--- src/rtl/vfm_pkg.sv ---
// ---------------------------------------------------------------------------
// vfm_pkg
// Shared types, codes and corner tables of the voxel face mesher.
// ---------------------------------------------------------------------------
package vfm_pkg;

    // chunk extent
    localparam int SIZE_X = 16;
    localparam int SIZE_Y = 128;
    localparam int SIZE_Z = 16;

    localparam int NUM_FACES = 6;
    localparam int NUM_VERTS = 6;

    typedef logic [0:0] t_cmd;
    localparam t_cmd CMD_LOAD = 1'b0;
    localparam t_cmd CMD_MESH = 1'b1;

    typedef logic [2:0] t_face;
    localparam t_face FACE_NZ = 3'd0;
    localparam t_face FACE_PZ = 3'd1;
    localparam t_face FACE_NX = 3'd2;
    localparam t_face FACE_PX = 3'd3;
    localparam t_face FACE_NY = 3'd4;
    localparam t_face FACE_PY = 3'd5;

    localparam logic [2:0] VERT_LAST = 3'd5;

    // one queued request
    typedef struct packed {
        logic        is_load;
        logic        kind_ok;
        logic [7:0]  kind;
        t_face       face_sel;
        logic [7:0]  base_u;
        logic [7:0]  base_v;
        logic [3:0]  pos_x;
        logic [6:0]  pos_y;
        logic [3:0]  pos_z;
        logic [5:0]  keep;
    } t_job;

    // per corner offsets
    typedef struct packed {
        logic dx;
        logic dy;
        logic dz;
        logic du;
        logic dv;
    } t_ofs;

    // {dx, dy, dz, du, dv} for quad corners 0..3 of each face
    localparam logic [4:0] CORNER_OFS [24] = '{
        5'b00010, 5'b10000, 5'b11001, 5'b01011,
        5'b01101, 5'b11111, 5'b10110, 5'b00100,
        5'b00000, 5'b01001, 5'b01111, 5'b00110,
        5'b10100, 5'b11101, 5'b11011, 5'b10010,
        5'b00000, 5'b00101, 5'b10111, 5'b10010,
        5'b11011, 5'b11110, 5'b01100, 5'b01001
    };

    // vertex 0..5 walks quad corners 0,1,2,2,3,0
    function automatic t_ofs corner_ofs(input t_face face, input logic [2:0] vert);
        logic [1:0] q;
        unique case (vert)
            3'd0:    q = 2'd0;
            3'd1:    q = 2'd1;
            3'd2:    q = 2'd2;
            3'd3:    q = 2'd2;
            3'd4:    q = 2'd3;
            default: q = 2'd0;
        endcase
        return t_ofs'(CORNER_OFS[{face, q}]);
    endfunction

    // kind * 6 + face
    function automatic logic [10:0] tex_index(input logic [7:0] kind, input t_face face);
        return ({3'b000, kind} << 2) + ({3'b000, kind} << 1) + {8'b0, face};
    endfunction

endpackage

--- src/rtl/vfm_front.sv ---
// ---------------------------------------------------------------------------
// vfm_front
// Accepts requests, unpacks them and works out the visible face mask.
// ---------------------------------------------------------------------------
module vfm_front
    import vfm_pkg::*;
#(
    parameter int BLOCK_KINDS = 256
) (
    input  logic        i_valid,
    output logic        o_ready,
    input  logic [55:0] i_data,
    input  logic        i_user,
    input  logic        i_q_full,
    output logic        o_push,
    output t_job        o_job
);

    localparam logic [8:0] SZ_X = 9'(SIZE_X);
    localparam logic [8:0] SZ_Y = 9'(SIZE_Y);
    localparam logic [8:0] SZ_Z = 9'(SIZE_Z);
    localparam logic [8:0] KINDS = 9'(BLOCK_KINDS);

    logic [3:0] pos_x;
    logic [6:0] pos_y;
    logic [3:0] pos_z;
    logic [7:0] kind;
    t_face      face_sel;
    logic       is_solid;
    logic [5:0] nsolid;
    logic [3:0] loaded;
    logic [8:0] px, py, pz;
    logic       in_x, in_y, in_z;
    logic       lo_x, lo_y, lo_z, hi_x, hi_y, hi_z;
    logic [5:0] at_edge;
    logic [5:0] keep;
    logic       kind_ok;
    logic       load_ok;

    assign pos_x    = i_data[3:0];
    assign pos_y    = i_data[10:4];
    assign pos_z    = i_data[14:11];
    assign kind     = i_data[22:15];
    assign face_sel = i_data[25:23];
    assign is_solid = i_data[42];
    assign nsolid   = i_data[48:43];
    assign loaded   = i_data[52:49];

    assign px = {5'b0, pos_x};
    assign py = {2'b0, pos_y};
    assign pz = {5'b0, pos_z};

    assign in_x = px < SZ_X;
    assign in_y = py < SZ_Y;
    assign in_z = pz < SZ_Z;
    assign lo_x = (px == 9'd0) || ((px - 9'd1) >= SZ_X);
    assign lo_y = (py == 9'd0) || ((py - 9'd1) >= SZ_Y);
    assign lo_z = (pz == 9'd0) || ((pz - 9'd1) >= SZ_Z);
    assign hi_x = (px + 9'd1) >= SZ_X;
    assign hi_y = (py + 9'd1) >= SZ_Y;
    assign hi_z = (pz + 9'd1) >= SZ_Z;

    always_comb begin
        at_edge[FACE_NZ] = lo_z || !in_x || !in_y;
        at_edge[FACE_PZ] = hi_z || !in_x || !in_y;
        at_edge[FACE_NX] = lo_x || !in_y || !in_z;
        at_edge[FACE_PX] = hi_x || !in_y || !in_z;
        at_edge[FACE_NY] = lo_y || !in_x || !in_z;
        at_edge[FACE_PY] = hi_y || !in_x || !in_z;
        // side faces: open neighbour, or unloaded neighbour chunk at the edge
        for (int f = 0; f < 4; f++) begin
            keep[f] = !nsolid[f] || (at_edge[f] && !loaded[f]);
        end
        // bottom and top: always shown at the edge
        keep[FACE_NY] = at_edge[FACE_NY] || !nsolid[FACE_NY];
        keep[FACE_PY] = at_edge[FACE_PY] || !nsolid[FACE_PY];
    end

    assign kind_ok = {1'b0, kind} < KINDS;
    assign load_ok = kind_ok && (face_sel <= FACE_PY);

    assign o_ready = !i_q_full;

    always_comb begin
        o_push = 1'b0;
        if (i_valid && o_ready) begin
            if (i_user == CMD_LOAD) begin
                o_push = load_ok;
            end else begin
                o_push = is_solid && (keep != 6'd0);
            end
        end
    end

    always_comb begin
        o_job.is_load  = (i_user == CMD_LOAD);
        o_job.kind_ok  = kind_ok;
        o_job.kind     = kind;
        o_job.face_sel = face_sel;
        o_job.base_u   = i_data[33:26];
        o_job.base_v   = i_data[41:34];
        o_job.pos_x    = pos_x;
        o_job.pos_y    = pos_y;
        o_job.pos_z    = pos_z;
        o_job.keep     = keep;
    end

endmodule

--- config.mk ---
export PLATFORM = sky130hd
export DESIGN_NAME = vfm_front
export DESIGN_NICKNAME = d
export VERILOG_FILES = /design/src/rtl/vfm_pkg.sv /design/src/rtl/vfm_front.sv
export SDC_FILE = /design/constraint.sdc
export NUM_CORES = 1
export LEC_CHECK = 0
export ABC_AREA = 1
export BUFFER_PORTS_ARGS = -buffer_cell sky130_fd_sc_hd__buf_2
export CAP_MARGIN = 20
export CORE_MARGIN = 3
export CORE_UTILIZATION = 27
export DETAILED_ROUTE_END_ITERATION = 10
export PLACE_DENSITY = 0.95
export SYNTH_ARGS = -nofsm -noshare
export SYNTH_HDL_FRONTEND = slang
export SYNTH_SLANG_ARGS = --single-unit
--- constraint.sdc ---
create_clock -name vclk -period 1.1
set_input_delay 0.11 -clock vclk [all_inputs]
set_output_delay 0.11 -clock vclk [all_outputs]
set_load 0.1 [all_outputs]
==> flow_summary.json <==
{
  "outcome": "complete, but fails checks",
  "violations": "setup timing",
  "drc": 0,
  "cellLeakagePower_nw": 0.437,
  "synthesis.nets": 147,
  "start_util_pct": 29.1,
  "cap_violations": 0,
  "critPathKind": "input port to output port",
  "die-area_mm2": 0.00246,
  "syn_area_per_cell_um2": 5.83,
  "drtPass1Iterations": 3,
  "num_vias": 532,
  "grt_usage_pct": 9.65,
  "fp.dieH_um": 49.6,
  "power_density_mw_per_mm2": 860,
  "critPathCaptureType": "output port",
  "slew_viol_final": 0,
  "antenna_found_initial": 0,
  "wl_per_cell_um": 10.4,
  "yosysTopAreaCellShare_pct": 62.9,
  "finalCriticalPeriod_ns": 1.22,
  "final_area_um2": 786,
  "place_area_um2": 722,
  "diodes": 0,
  "synthTopCellsByCount": "43 x buf_4, 18 x nand2_1, 14 x nor2_1",
  "seq_cells": 0,
  "yosys.area.top_type": "buf_4",
  "cts_setup_buffers": 0,
  "worstPathMaxFanout": 3,
  "fmax_mhz": 819,
  "crit_arrival_ns": 1.11,
  "grt_start_max_net_pins": 4,
  "period_share_pct": 111,
  "ys_seq_area_share_pct": 0,
  "rsz0062_at_grt": "yes",
  "die_x_um": 49.6,
  "via_per_inst": 3.97,
  "wirelength_um": 1390,
  "seq_area_um2": 0,
  "routabilityCongestion": 0.650,
  "dp_hpwl_um": 1280,
  "ys_top_cells_by_area": "buf_4 63%, nand2_1 13%, nor2_1 10%",
  "power_mw": 0.675,
  "nets": 170,
  "hp-class": "input port to output port",
  "cp-start-kind": "input port",
  "timing.hold.ws_ns": 0.220,
  "netlist-cell-type-count": 9,
  "setup_ws_ns": -0.121,
  "hold_violations": 0,
  "overflow": 0,
  "grt_pass1_vias": 483,
  "synth.most_common_cell": "buf_4",
  "area.growth.synth_to_final_pct": 53.2,
  "core_area_mm2": 0.00176,
  "antenna_left": 0,
  "final_util_pct": 44.5,
  "clock_buffers": 0,
  "core.rowCount": 15,
  "netlist_instances": 88,
  "ir_drop_uv": 363,
  "required_ns": 0.99,
  "dp_cells": 134,
  "netlist_area_um2": 513,
  "io_pins": 111,
  "io_buffers": 57,
  "drive_gt1_share_pct": 69.7,
  "stdcell_count": 134,
  "drt-initial-drc-count": 1,
  "setup_viol": 1,
  "grt_pass1_wl_um": 1980,
  "yosys_warnings": 0
}
[timing repair]
| action | CTS | global route |
|---|---|---|
| pin swaps | 1 | 10 |
| resized for setup | 2 | 12 |
| hold buffers | 0 | 0 |
| setup endpoints to repair | 1 | 1 |
[metrics by stage]
step                      setup slack [ns]  TNS [ns]
after floorplan                     -0.679    -0.679
after global placement             -0.0999   -0.0999
after detailed placement            -0.115    -0.115
after CTS                           -0.106    -0.106
after global routing                -0.192    -0.192
final                               -0.121    -0.121
[layout make-up]
cell class	instances	area, µm²
Tap cell	25	31.3
Multi-Input combinational cell	40	221
Fill cell	185	978
Timing Repair Buffer	64	514
Inverter	5	18.8
[path summary, 6_finish.rpt]
path | depth (start not counted) | end | slack (ns) | from
max | 9 | o_push | -0.12 | i_data[8]
min | 0 | o_job[30] | 0.22 | i_data[27]
[power by group]
group          total [mW]  leakage [nW]  internal (mW)  switching, mW
logic               0.675         0.437          0.187          0.489
clock network           0             0              0              0
registers               0             0              0              0
[layout by cell type (no fill, tap or decap), drive strengths merged]
cell type,count
nand2,18
nand3b,2
a21oi,1
o21ai,1
nand3,3
nor2,14
inv,5
conb,1
buf,64
[critical path: stages]
cell     delay, ns
buf_6         0.10
nor2_4        0.09
nand2_2       0.08
o21ai_4       0.16
nor2_2        0.06
nand3_1       0.09
nand2_2       0.07
a21oi_4       0.16
buf_12        0.19
[cells by family (layout without fill, tap and decap cells)]
kind of cell | count (synthesis) | count (layout) | share of synthesized area [%]
other | 1 | 1 | 0.731
AO/OA/AOI/OAI | 2 | 2 | 3.42
AND/OR/NAND/NOR | 37 | 37 | 29.3
buffers and inverters | 48 | 69 | 66.6
[metal layers]
metal	track usage, %	vias to the layer above	wire, µm
met4	1.84	0	16
met2	20.7	49	814
met1	8.33	215	345
met5	0	-	0
met3	3.02	4	213
li1	-	264	-
(Power assumes the default switching activity.)
