<file path="src/rtl/vfm_pkg.sv">
// ---------------------------------------------------------------------------
// vfm_pkg
// Shared types, codes and corner tables of the voxel face mesher.
// ---------------------------------------------------------------------------
package vfm_pkg;

    // chunk extent
    localparam int SIZE_X = 16;
    localparam int SIZE_Y = 128;
    localparam int SIZE_Z = 16;

    localparam int NUM_FACES = 6;
    localparam int NUM_VERTS = 6;

    typedef logic [0:0] t_cmd;
    localparam t_cmd CMD_LOAD = 1'b0;
    localparam t_cmd CMD_MESH = 1'b1;

    typedef logic [2:0] t_face;
    localparam t_face FACE_NZ = 3'd0;
    localparam t_face FACE_PZ = 3'd1;
    localparam t_face FACE_NX = 3'd2;
    localparam t_face FACE_PX = 3'd3;
    localparam t_face FACE_NY = 3'd4;
    localparam t_face FACE_PY = 3'd5;

    localparam logic [2:0] VERT_LAST = 3'd5;

    // one queued request
    typedef struct packed {
        logic        is_load;
        logic        kind_ok;
        logic [7:0]  kind;
        t_face       face_sel;
        logic [7:0]  base_u;
        logic [7:0]  base_v;
        logic [3:0]  pos_x;
        logic [6:0]  pos_y;
        logic [3:0]  pos_z;
        logic [5:0]  keep;
    } t_job;

    // per corner offsets
    typedef struct packed {
        logic dx;
        logic dy;
        logic dz;
        logic du;
        logic dv;
    } t_ofs;

    // {dx, dy, dz, du, dv} for quad corners 0..3 of each face
    localparam logic [4:0] CORNER_OFS [24] = '{
        5'b00010, 5'b10000, 5'b11001, 5'b01011,
        5'b01101, 5'b11111, 5'b10110, 5'b00100,
        5'b00000, 5'b01001, 5'b01111, 5'b00110,
        5'b10100, 5'b11101, 5'b11011, 5'b10010,
        5'b00000, 5'b00101, 5'b10111, 5'b10010,
        5'b11011, 5'b11110, 5'b01100, 5'b01001
    };

    // vertex 0..5 walks quad corners 0,1,2,2,3,0
    function automatic t_ofs corner_ofs(input t_face face, input logic [2:0] vert);
        logic [1:0] q;
        unique case (vert)
            3'd0:    q = 2'd0;
            3'd1:    q = 2'd1;
            3'd2:    q = 2'd2;
            3'd3:    q = 2'd2;
            3'd4:    q = 2'd3;
            default: q = 2'd0;
        endcase
        return t_ofs'(CORNER_OFS[{face, q}]);
    endfunction

    // kind * 6 + face
    function automatic logic [10:0] tex_index(input logic [7:0] kind, input t_face face);
        return ({3'b000, kind} << 2) + ({3'b000, kind} << 1) + {8'b0, face};
    endfunction

endpackage

</file>
<file path="src/rtl/vfm_queue.sv">
// ---------------------------------------------------------------------------
// vfm_queue
// Two entry request queue between the front and back parts.
// ---------------------------------------------------------------------------
module vfm_queue
    import vfm_pkg::*;
(
    input  logic i_clk,
    input  logic i_rst_n,
    input  logic i_push,
    input  t_job i_job,
    output logic o_full,
    output logic o_valid,
    output t_job o_job,
    input  logic i_pop
);

    t_job       r_slot [2];
    logic       r_wr_ptr, n_wr_ptr;
    logic       r_rd_ptr, n_rd_ptr;
    logic [1:0] r_count, n_count;

    assign o_full  = (r_count == 2'd2);
    assign o_valid = (r_count != 2'd0);
    assign o_job   = r_slot[r_rd_ptr];

    always_comb begin
        n_wr_ptr = r_wr_ptr ^ i_push;
        n_rd_ptr = r_rd_ptr ^ i_pop;
        n_count  = r_count + {1'b0, i_push} - {1'b0, i_pop};
    end

    always_ff @(posedge i_clk) begin
        if (!i_rst_n) begin
            r_wr_ptr <= 1'b0;
            r_rd_ptr <= 1'b0;
            r_count  <= 2'd0;
        end else begin
            r_wr_ptr <= n_wr_ptr;
            r_rd_ptr <= n_rd_ptr;
            r_count  <= n_count;
        end
    end

    always_ff @(posedge i_clk) begin
        if (i_push) begin
            r_slot[r_wr_ptr] <= i_job;
        end
    end

endmodule

</file>
<file path="config.mk">
export PLATFORM = sky130hd
export DESIGN_NAME = vfm_queue
export DESIGN_NICKNAME = d
export VERILOG_FILES = /design/src/rtl/vfm_pkg.sv /design/src/rtl/vfm_queue.sv
export SDC_FILE = /design/constraint.sdc
export NUM_CORES = 1
export LEC_CHECK = 0
export BUFFER_PORTS_ARGS = -buffer_cell sky130_fd_sc_hd__buf_2
export CORE_MARGIN = 5
export CORE_UTILIZATION = 48
export CTS_CLUSTER_DIAMETER = 30
export DETAILED_ROUTE_END_ITERATION = 8
export GPL_TIMING_DRIVEN = 0
export PLACE_DENSITY = 0.73
export SYNTH_ARGS = -nofsm -noshare
export SYNTH_HDL_FRONTEND = slang
export SYNTH_SLANG_ARGS = --single-unit
</file>
<file path="constraint.sdc">
create_clock -name i_clk -period 5.79 [get_ports i_clk]
set_input_delay 0.8685 -clock i_clk [delete_from_list [all_inputs] [get_ports i_clk]]
set_output_delay 0.8685 -clock i_clk [all_outputs]
set_load 0.03 [all_outputs]
</file>
==> results of run 1 <==
## synthesized netlist by cell type
cell type | instances | area, µm²
buf_6 | 1 | 11.26
dfxtp_1 | 5 | 100.1
buf_12 | 5 | 100.1
and2_1 | 3 | 18.77
or2_2 | 1 | 6.260
inv_1 | 3 | 11.26
edfxtp_1 | 100 | 3003
nor2b_1 | 3 | 18.77
ha_1 | 4 | 50.05
mux2_4 | 50 | 750.7
xnor3_1 | 1 | 22.52
xor2_1 | 1 | 8.760
## placed cells by master (no fill, tap or decap)
| master | n |
|---|---|
| and2_1 | 3 |
| buf_12 | 7 |
| buf_2 | 105 |
| buf_6 | 1 |
| bufinv_16 | 1 |
| clkbuf_8 | 9 |
| clkinv_2 | 1 |
| clkinv_4 | 1 |
| clkinvlp_4 | 2 |
| dfxtp_1 | 5 |
| edfxtp_1 | 100 |
| ha_1 | 2 |
| ha_2 | 2 |
| inv_1 | 3 |
| inv_6 | 2 |
| mux2_4 | 50 |
| nor2b_1 | 3 |
| or2_2 | 1 |
| xnor3_1 | 1 |
| xor2_1 | 1 |
## sequential cells by signal, indices dropped and copies added, names as in the netlist, named ones only
name	count
r_slot	100
r_count	2
r_wr_ptr	1
r_rd_ptr	1
## metal layers
metal | up-vias | GRT usage (%)
met4 | 0 | 7.064
met3 | 12 | 3.959
met2 | 54 | 24.48
li1 | 928 | -
met5 | - | 0
met1 | 940 | 14.04
## area by class of cell
cell class              count  area (µm²)
clock buffers               9       123.9
fillers                   641        3254
flip-flops and latches    105        3103
clock inverters             7       76.32
well taps                 105       131.4
repair buffers            107       565.5
multi-input cells          63       880.8
inverters                   3       11.26
plain buffers               6       111.4
## where the power goes
group,total [µW],internal [µW],leakage (µW),switching (µW)
logic,304,133,0.000932,171
registers,898,885,0.000980,13.2
clock network,442,203,0.0000962,239
## stage by stage
stage / hold WS (ns) / power (µW) / instance area, µm² / util (%)
2_1_floorplan: 0.5215 / 1138 / 4101 / -
3_3_place_gp: 0.5291 / 1216 / 4758 / 57.62
3_5_place_dp: 0.5708 / 1226 / 4803 / 58.17
4_1_cts: 0.5842 / 1669 / 5004 / 60.59
5_1_grt: 0.6199 / 1714 / 5004 / 60.59
6_report: 0.5746 / 1644 / 5004 / 60.59
## logic make-up (layout without fill, tap and decap cells)
| kind of cell | after synthesis | after routing | synth area share, % |
|---|---|---|---|
| adders and majority gates | 4 | 4 | 1.220 |
| muxes | 50 | 50 | 18.30 |
| and+or+nand+nor | 7 | 7 | 1.068 |
| DFF | 105 | 105 | 75.66 |
| xor gates and xnor gates | 2 | 2 | 0.7627 |
| buffers and inverters | 9 | 132 | 2.990 |
## how the worst min path moves through the flow
stage,startpoint,to,slack (ns),cells past startpoint
floorplan,r_wr_ptr,r_wr_ptr,0.52,3
global placement,r_wr_ptr,r_wr_ptr,0.53,3
detailed placement,r_wr_ptr,r_wr_ptr,0.57,3
CTS,r_wr_ptr,r_wr_ptr,0.58,3
global route,r_rd_ptr,flip-flop,0.62,2
finish,r_wr_ptr,r_wr_ptr,0.57,3
## critical path: cells and delay by family, from the launching register on
family                 cells  cell delay, ns
buffers and inverters      3            0.51
multiplexers               1            0.30
flip-flops                 1            0.33
==> impl_metrics.py, run 1 <==
metrics = {
    "final_layout": {
        "layout.cells.non_filler": 405,
        "n_antenna_cell": 0,
        "area_growth_pct": 22.00,
        "layout.nets": 353,
        "drive_gt1_share_pct": 60.67,
    },
    "synthesis": {
        "syn_area_per_cell_um2": 23.17,
        "syn_nets": 235,
        "ys_types": 12,
        "ys_seq_area_share_pct": 75.66,
        "synth_cells": 177,
        "yosysWarnings": 0,
        "syn_area_mm2": 0.004101,
        "ys_seq_elements": 105,
    },
    "route": {
        "dr_wl_met3_um": 388,
        "finalWirelength_um": 6767,
        "drtIter0Drc": 45,
        "avgViaCountPerCell": 4.775,
        "dr.max_layer_used": "met4",
        "wl_met1_um": 2510,
        "first_pass_iters": 4,
        "vias": 1934,
        "drc": 0,
        "ant_nets": 0,
        "wl_met2_um": 3730,
        "wl_per_cell_um": 16.71,
    },
    "power_and_ir_drop": {
        "peakVddDrop_mv": 0.1578,
        "p_per_area_mw_per_mm2": 328.6,
        "p_leak_uw": 0.002008,
    },
    "grt": {
        "track_usage_pct": 13.52,
        "grt_max_degree": 29,
        "grt_pass1_wl_um": 10320,
        "overflow": 0,
        "grt_pass1_vias": 2102,
        "grt_antenna_before_repair": 0,
    },
    "placed_design": {
        "dp_hpwl_um": 4942,
        "routabilityCongestion": 0.6861,
        "placed_cells": 389,
        "place_worst_setup_slack_ns": 3.585,
        "port-buffer-count": 105,
    },
    "cts": {
        "cts_setup_buffers": 0,
        "clock_sinks": 105,
        "cts.clk_slew.worst_paths_ns": 0.08,
        "clk_path_buf_depth": 2,
        "cts_max_level": 3,
        "insertion_delay_ns": 0.35,
        "cts_tree": "yes",
        "cts-root-buf": "clkbuf_8",
        "cts-hold-fix-buffers": 0,
        "cts_resized": 0,
        "cts_buffers": 9,
    },
    "floorplanning": {
        "design.core.area_mm2": 0.008258,
        "ios": 106,
        "die_x_um": 102.4,
        "initial_core_util_pct": 49.67,
        "die_area_mm2": 0.01049,
        "placementRows": 33,
        "die_h_um": 102.4,
    },
    "timing": {
        "worst_slew_pin_slew_ns": 0.6328,
        "rsz0062_at_grt": "no",
        "skew_ns": 0.01305,
        "slew_headroom_pct": 57.81,
        "fin_ws_ns": 3.437,
        "tns_ns": 0,
        "fin_crit_sh_pct": 40.64,
        "maxSlewViolCount": 0,
        "fin_crit_ns": 2.353,
        "final-hold-violation-count": 0,
        "max_freq_mhz": 425.0,
        "setup-violations-final": 0,
    },
    "setup_path": {
        "reg2reg_slack_ns": 4.27,
        "critPathArrivalTime_ns": 1.48,
        "cp_slowest_cell": "dfxtp_1",
        "worstReg2RegEnd": "r_slot[1][0]",
        "critPathMaxFanout": 10,
        "max_stage_delay_ns": 0.33,
        "crit_chain": "buf_6 -> buf_12 -> mux2_4 -> buf_2",
        "cp-end-kind": "output pin",
        "endpoint": "o_job[2]",
        "r2r_cells": 2,
        "cp-start-kind": "flip-flop",
        "critical_path_class": "flip-flop to output pin",
        "cp.required_ns": 4.92,
        "r2r_start": "r_wr_ptr",
    },
    "run_status": {
        "status": "finished, final reports clean",
    },
    "hold_path": {
        "worstHoldPathType": "flip-flop to flip-flop",
    },
    "run": {
        "maxCapViolCount": 0,
    },
}
Note: power is estimated with default switching activity, not from simulation.
==> run 2: changes to the inputs <==
- ABC_AREA: default -> 1
- CORE_UTILIZATION: 48 -> 47
- PLACE_DENSITY: 0.73 -> 0.75
- clock period: 5.79 -> 2.12 ns (I/O delays scaled with it)
==> run 2 against run 1 <==
  * Sequential share of layout area rose by 0.47 points
  * Cell area fell by 0.75%
  * Clock skew barely moved
  * Power rose to 2.6 times the previous value
  * Sequential power rose to 2.7 times the previous value
  * Hold slack got worse by 0.43 ns
  * Register-to-register slack got worse by 3.6 ns
  * Synthesized area barely moved
  * Combinational power rose to 2.7 times the previous value
  * Highest routed layer unchanged
==> impl_metrics.py, run 2 <==
metrics = {
    "run": {
        "maxCapViolCount": 0,
    },
    "timing": {
        "worst_slew_pin_slew_ns": 0.5549,
        "final-hold-violation-count": 0,
        "skew_ns": 0.01344,
        "setup-violations-final": 0,
        "whs_ns": 0.1476,
        "fin_crit_sh_pct": 85.01,
        "rsz0062_at_grt": "no",
        "max_freq_mhz": 554.8,
        "fin_crit_ns": 1.802,
        "maxSlewViolCount": 0,
        "tns_ns": 0,
        "slew_headroom_pct": 63.01,
    },
    "placed_design": {
        "placed_area_mm2": 0.004803,
        "dp_hpwl_um": 4565,
        "port-buffer-count": 105,
        "routabilityCongestion": 0.6991,
    },
    "setup_path": {
        "cp-end-kind": "output pin",
        "critPathArrivalTime_ns": 1.48,
        "reg2reg_slack_ns": 0.62,
        "critPathMaxFanout": 10,
        "r2r_start": "r_wr_ptr",
        "cp-start-kind": "flip-flop",
        "worstReg2RegEnd": "r_slot[0][22]",
        "critical_path_class": "flip-flop to output pin",
        "r2r_cells": 3,
        "cp.required_ns": 1.80,
    },
    "floorplanning": {
        "die_area_mm2": 0.01069,
        "die_h_um": 103.4,
        "initial_core_util_pct": 47.68,
        "die_x_um": 103.4,
        "ios": 106,
        "placementRows": 34,
        "design.core.area_mm2": 0.008593,
    },
    "power_and_ir_drop": {
        "p_per_area_mw_per_mm2": 864.8,
        "p_leak_uw": 0.002007,
        "peakVddDrop_mv": 0.4812,
    },
    "synthesis": {
        "syn_nets": 243,
        "ys.flop_type": "edfxtp_1",
        "yosysMostFrequentCell": "edfxtp_1",
        "synth_top_cell_by_area": "edfxtp_1",
        "ys_types": 12,
        "synth_cells": 185,
        "synth_area_leaders": "edfxtp_1 73%, mux2_4 18%, buf_12 2.4%, dfxtp_1 2.4%, ha_1 1.2%",
        "syn_area_per_cell_um2": 22.15,
        "yosysWarnings": 0,
        "synth_edf_count": 100,
        "yosys.area.top_type_share_pct": 73.28,
        "syn_area_mm2": 0.004098,
        "synthArstFlopShare_pct": 0,
        "ys_seq_elements": 105,
        "synth.top_cells.by_count": "100 x edfxtp_1, 50 x mux2_4, 7 x inv_1",
        "ys_seq_area_share_pct": 75.73,
    },
    "cts": {
        "cts_resized": 0,
        "cts_tree": "yes",
        "clk_path_buf_depth": 2,
        "clock_sinks": 105,
        "cts_setup_buffers": 0,
        "cts-hold-fix-buffers": 0,
        "cts-root-buf": "clkbuf_8",
        "cts.clk_slew.worst_paths_ns": 0.10,
        "insertion_delay_ns": 0.35,
        "cts_max_level": 3,
        "cts_buffers": 9,
    },
    "hold_path": {
        "hold_start": "i_job[4]",
        "worstHoldEndpoint": "r_slot[1][4]",
        "worstHoldPathType": "input pin to flip-flop",
        "whs_path_depth": 1,
    },
    "final_layout": {
        "regArea_mm2": 0.003103,
        "regMostFlops": "r_slot",
        "finish.instance_area_mm2": 0.004966,
        "n_antenna_cell": 0,
        "n_fill_cell": 664,
        "reg_top3": "r_slot: 100 flops, r_count: 2 flops",
        "layout_commonest_cell": "buf_2",
        "area_growth_pct": 21.19,
        "final_cell_mix": "105 x buf_2, 100 x edfxtp_1, 50 x mux2_4, 9 x clkbuf_8",
        "largest_reg_flops": 100,
        "layout.nets": 361,
        "drive_gt1_share_pct": 58.12,
        "multi_input_area_um2": 862.1,
    },
    "route": {
        "vias": 1935,
        "wl_per_cell_um": 15.60,
        "drtIter0Drc": 43,
        "finalWirelength_um": 6489,
        "first_pass_iters": 4,
        "drc": 0,
        "avgViaCountPerCell": 4.651,
        "ant_nets": 0,
    },
    "grt": {
        "grt_pass1_vias": 1970,
        "busiest_layer": "met2",
        "grt_antenna_before_repair": 0,
        "overflow": 0,
        "use_met1_pct": 15.05,
        "grt_pass1_wl_um": 9867,
        "grt.met2_usage_pct": 20.88,
        "grt_max_degree": 32,
        "use_met3_pct": 4.896,
        "track_usage_pct": 12.53,
    },
    "run_status": {
        "status": "finished, final reports clean",
    },
}
run 2: per-stage QoR:
stage | setup slack, ns | instances | util, % | total power [µW]
after detailed placement | 0.4825 | 400 | 55.90 | 3318
final | 0.3177 | 416 | 57.79 | 4295
after global placement | -0.6476 | 398 | 55.37 | 3294
after floorplan | 0.1338 | 185 | - | 3084
after global routing | 0.2279 | 416 | 57.79 | 4487
after CTS | 0.2786 | 416 | 57.79 | 4360
run 2: area by class of cell:
class                           instances  area share, %
Buffer                                  6          2.242
Clock buffer                           11          2.646
Clock inverter                          5         0.6299
Inverter                                7         0.5291
Multi-Input combinational cell         67          17.36
Sequential cell                       105          62.48
Tap cell                              108          2.721
Timing Repair Buffer                  107          11.39
run 2: worst max-delay path, cell delays in order, from the launching register on:
cell,delay (ns)
dfxtp_1,0.33
buf_6,0.16
buf_12,0.16
mux2_4,0.30
buf_2,0.18
run 2: cell families after synthesis:
logic type      Yosys count  share of synthesized area (%)
simple gates             11                          1.038
xor+xnor                  1                         0.2138
mux                      50                          18.32
flops                   105                          75.73
fa+ha+maj                 4                          1.221
buf+inv                  13                          3.359
compound gates            1                         0.1220
run 2: worst max-delay path by stage:
stage	start	to	slack [ns]
after floorplan	r_wr_ptr	r_slot[0][0]	0.13
after global placement	i_push	r_slot[0][21]	-0.65
after detailed placement	i_push	r_slot[1][26]	0.48
after CTS	flip-flop	o_job[12]	0.28
after global routing	flip-flop	o_job[12]	0.23
final	flip-flop	o_job[12]	0.32
run 2: where the power goes:
group          total, µW  internal, µW  switching (µW)
Clock               1040           426             615
Sequential          2440          2410            31.5
Combinational        809           344             465
run 2: metal layers:
metal / routed length, µm / share of wire (%) / vias to the layer above
met5: 0 / 0 / -
met4: 82 / 1.3 / 0
met3: 526 / 8.1 / 10
met2: 3280 / 51 / 69
met1: 2599 / 40 / 914
li1: - / - / 942
==> run 3: changes to the inputs <==
- RECOVER_POWER: default -> 25
==> run 3 against run 2 <==
  * Global-route usage stayed put
  * Non-clock buffer count stayed put
  * Critical path depth unchanged
  * Critical endpoint unchanged
  * Worst setup slack better by 0.0025 ns
  * Cell count is the same
  * Core utilization fell by 0.15 points
  * Clock power is essentially flat
  * Hold slack gained 0.0017 ns
  * Maximum frequency up 0.14%
  * Die area unchanged
  * Combinational power about the same
  * Sequential power is essentially flat
==> impl_metrics.py, run 3 (same netlist as run 2, synthesis figures left out) <==
metrics = {
    "run_status": {
        "status": "finished, final reports clean",
    },
    "floorplanning": {
        "die_x_um": 103.4,
        "design.core.area_mm2": 0.008593,
        "ios": 106,
        "die_h_um": 103.4,
        "initial_core_util_pct": 47.68,
        "die_area_mm2": 0.01069,
        "placementRows": 34,
    },
    "route": {
        "finalWirelength_um": 6504,
        "first_pass_iters": 4,
        "ant_nets": 0,
        "wl_per_cell_um": 15.63,
        "drc": 0,
        "vias": 1940,
        "drtIter0Drc": 42,
        "avgViaCountPerCell": 4.663,
    },
    "timing": {
        "fin_crit_sh_pct": 84.90,
        "tns_ns": 0,
        "slew_headroom_pct": 62.56,
        "worst_slew_pin_slew_ns": 0.5616,
        "fin_crit_ns": 1.800,
        "final-hold-violation-count": 0,
        "setup-violations-final": 0,
        "maxSlewViolCount": 0,
        "skew_ns": 0.01278,
        "fin_ws_ns": 0.3202,
        "rsz0062_at_grt": "no",
        "max_freq_mhz": 555.6,
    },
    "power_and_ir_drop": {
        "total_power_uw": 4293,
        "p_per_area_mw_per_mm2": 866.6,
        "p_leak_uw": 0.001980,
        "peakVddDrop_mv": 0.4795,
    },
    "setup_path": {
        "cp-start-kind": "flip-flop",
        "r2r_start": "r_wr_ptr",
        "critical_path_class": "flip-flop to output pin",
        "cp-end-kind": "output pin",
        "r2r_cells": 3,
        "cp.required_ns": 1.80,
        "critPathArrivalTime_ns": 1.48,
        "critPathMaxFanout": 10,
    },
    "cts": {
        "cts_resized": 0,
        "clock_sinks": 105,
        "cts.clk_slew.worst_paths_ns": 0.10,
        "insertion_delay_ns": 0.35,
        "cts_tree": "yes",
        "cts-hold-fix-buffers": 0,
        "cts_max_level": 3,
        "cts_setup_buffers": 0,
        "clk_path_buf_depth": 2,
        "cts_buffers": 9,
        "cts-root-buf": "clkbuf_8",
    },
    "grt": {
        "grt.met2_usage_pct": 20.88,
        "use_met1_pct": 15.05,
        "overflow": 0,
        "busiest_layer": "met2",
        "grt_pass1_wl_um": 9867,
        "use_met3_pct": 4.896,
        "grt_pass1_vias": 1970,
        "track_usage_pct": 12.53,
        "grt_max_degree": 32,
        "grt_antenna_before_repair": 0,
    },
    "final_layout": {
        "regMostFlops": "r_slot",
        "drive_gt1_share_pct": 54.87,
        "final_cell_mix": "100 x edfxtp_1, 95 x buf_2, 50 x mux2_4, 12 x clkbuf_1, 9 x clkbuf_8",
        "layout.nets": 361,
        "largest_reg_flops": 100,
        "layout_commonest_cell": "edfxtp_1",
        "reg_top3": "r_slot: 100 flops, r_count: 2 flops",
        "final_util_pct": 57.64,
        "n_antenna_cell": 0,
        "area_growth_pct": 20.89,
    },
    "placed_design": {
        "dp_hpwl_um": 4565,
        "port-buffer-count": 105,
        "routabilityCongestion": 0.6991,
        "place_worst_setup_slack_ns": 0.4825,
    },
    "hold_path": {
        "worstHoldPathType": "input pin to flip-flop",
        "hold_start": "i_job[20]",
        "whs_path_depth": 1,
    },
    "run": {
        "maxCapViolCount": 0,
    },
}
[run 3: cell types whose count changed in the layout (fill, tap and decap cells not counted)]
cell      before  now
buf_2        105   95
clkbuf_1       2   12
[run 3: final cells by class]
type	instances	area, µm²
plain buffers	6	111.4
clock buffers	11	131.4
clock inverters	5	31.28
fillers	670	3640
inverters	7	26.28
multi-input cells	67	862.1
flip-flops and latches	105	3103
well taps	108	135.1
repair buffers	107	553.0
[run 3: where the power goes]
group,internal (µW),switching [µW]
logic,341,465
clock network,427,615
registers,2410,31.6
[run 3: path summary, 6_finish.rpt]
path	slack, ns	endpoint
worst max-delay path	0.32	o_job[12]
worst min-delay path	0.15	r_slot[0][20]
worst max register to register	0.61	r_slot[0][22]
worst min register to register	0.54	r_rd_ptr
[run 3: stage by stage]
stage	hold WS (ns)	std cells	cell area (µm²)
detailed placement	0.5087	400	4803
floorplan	0.4115	185	4098
CTS	0.1253	416	4966
global placement	0.4972	398	4758
finish	0.1493	416	4954
global route	0.1187	416	4954
[run 3: per-layer routing]
metal	vias up	routed length, µm
met5	-	0
met1	927	2658
li1	940	-
met3	7	519
met2	66	3244
met4	0	81
[run 3: critical path, cell delays in order, from the launching register on]
cell	delay, ns
dfxtp_1	0.33
buf_6	0.16
buf_12	0.16
mux2_4	0.30
buf_2	0.18
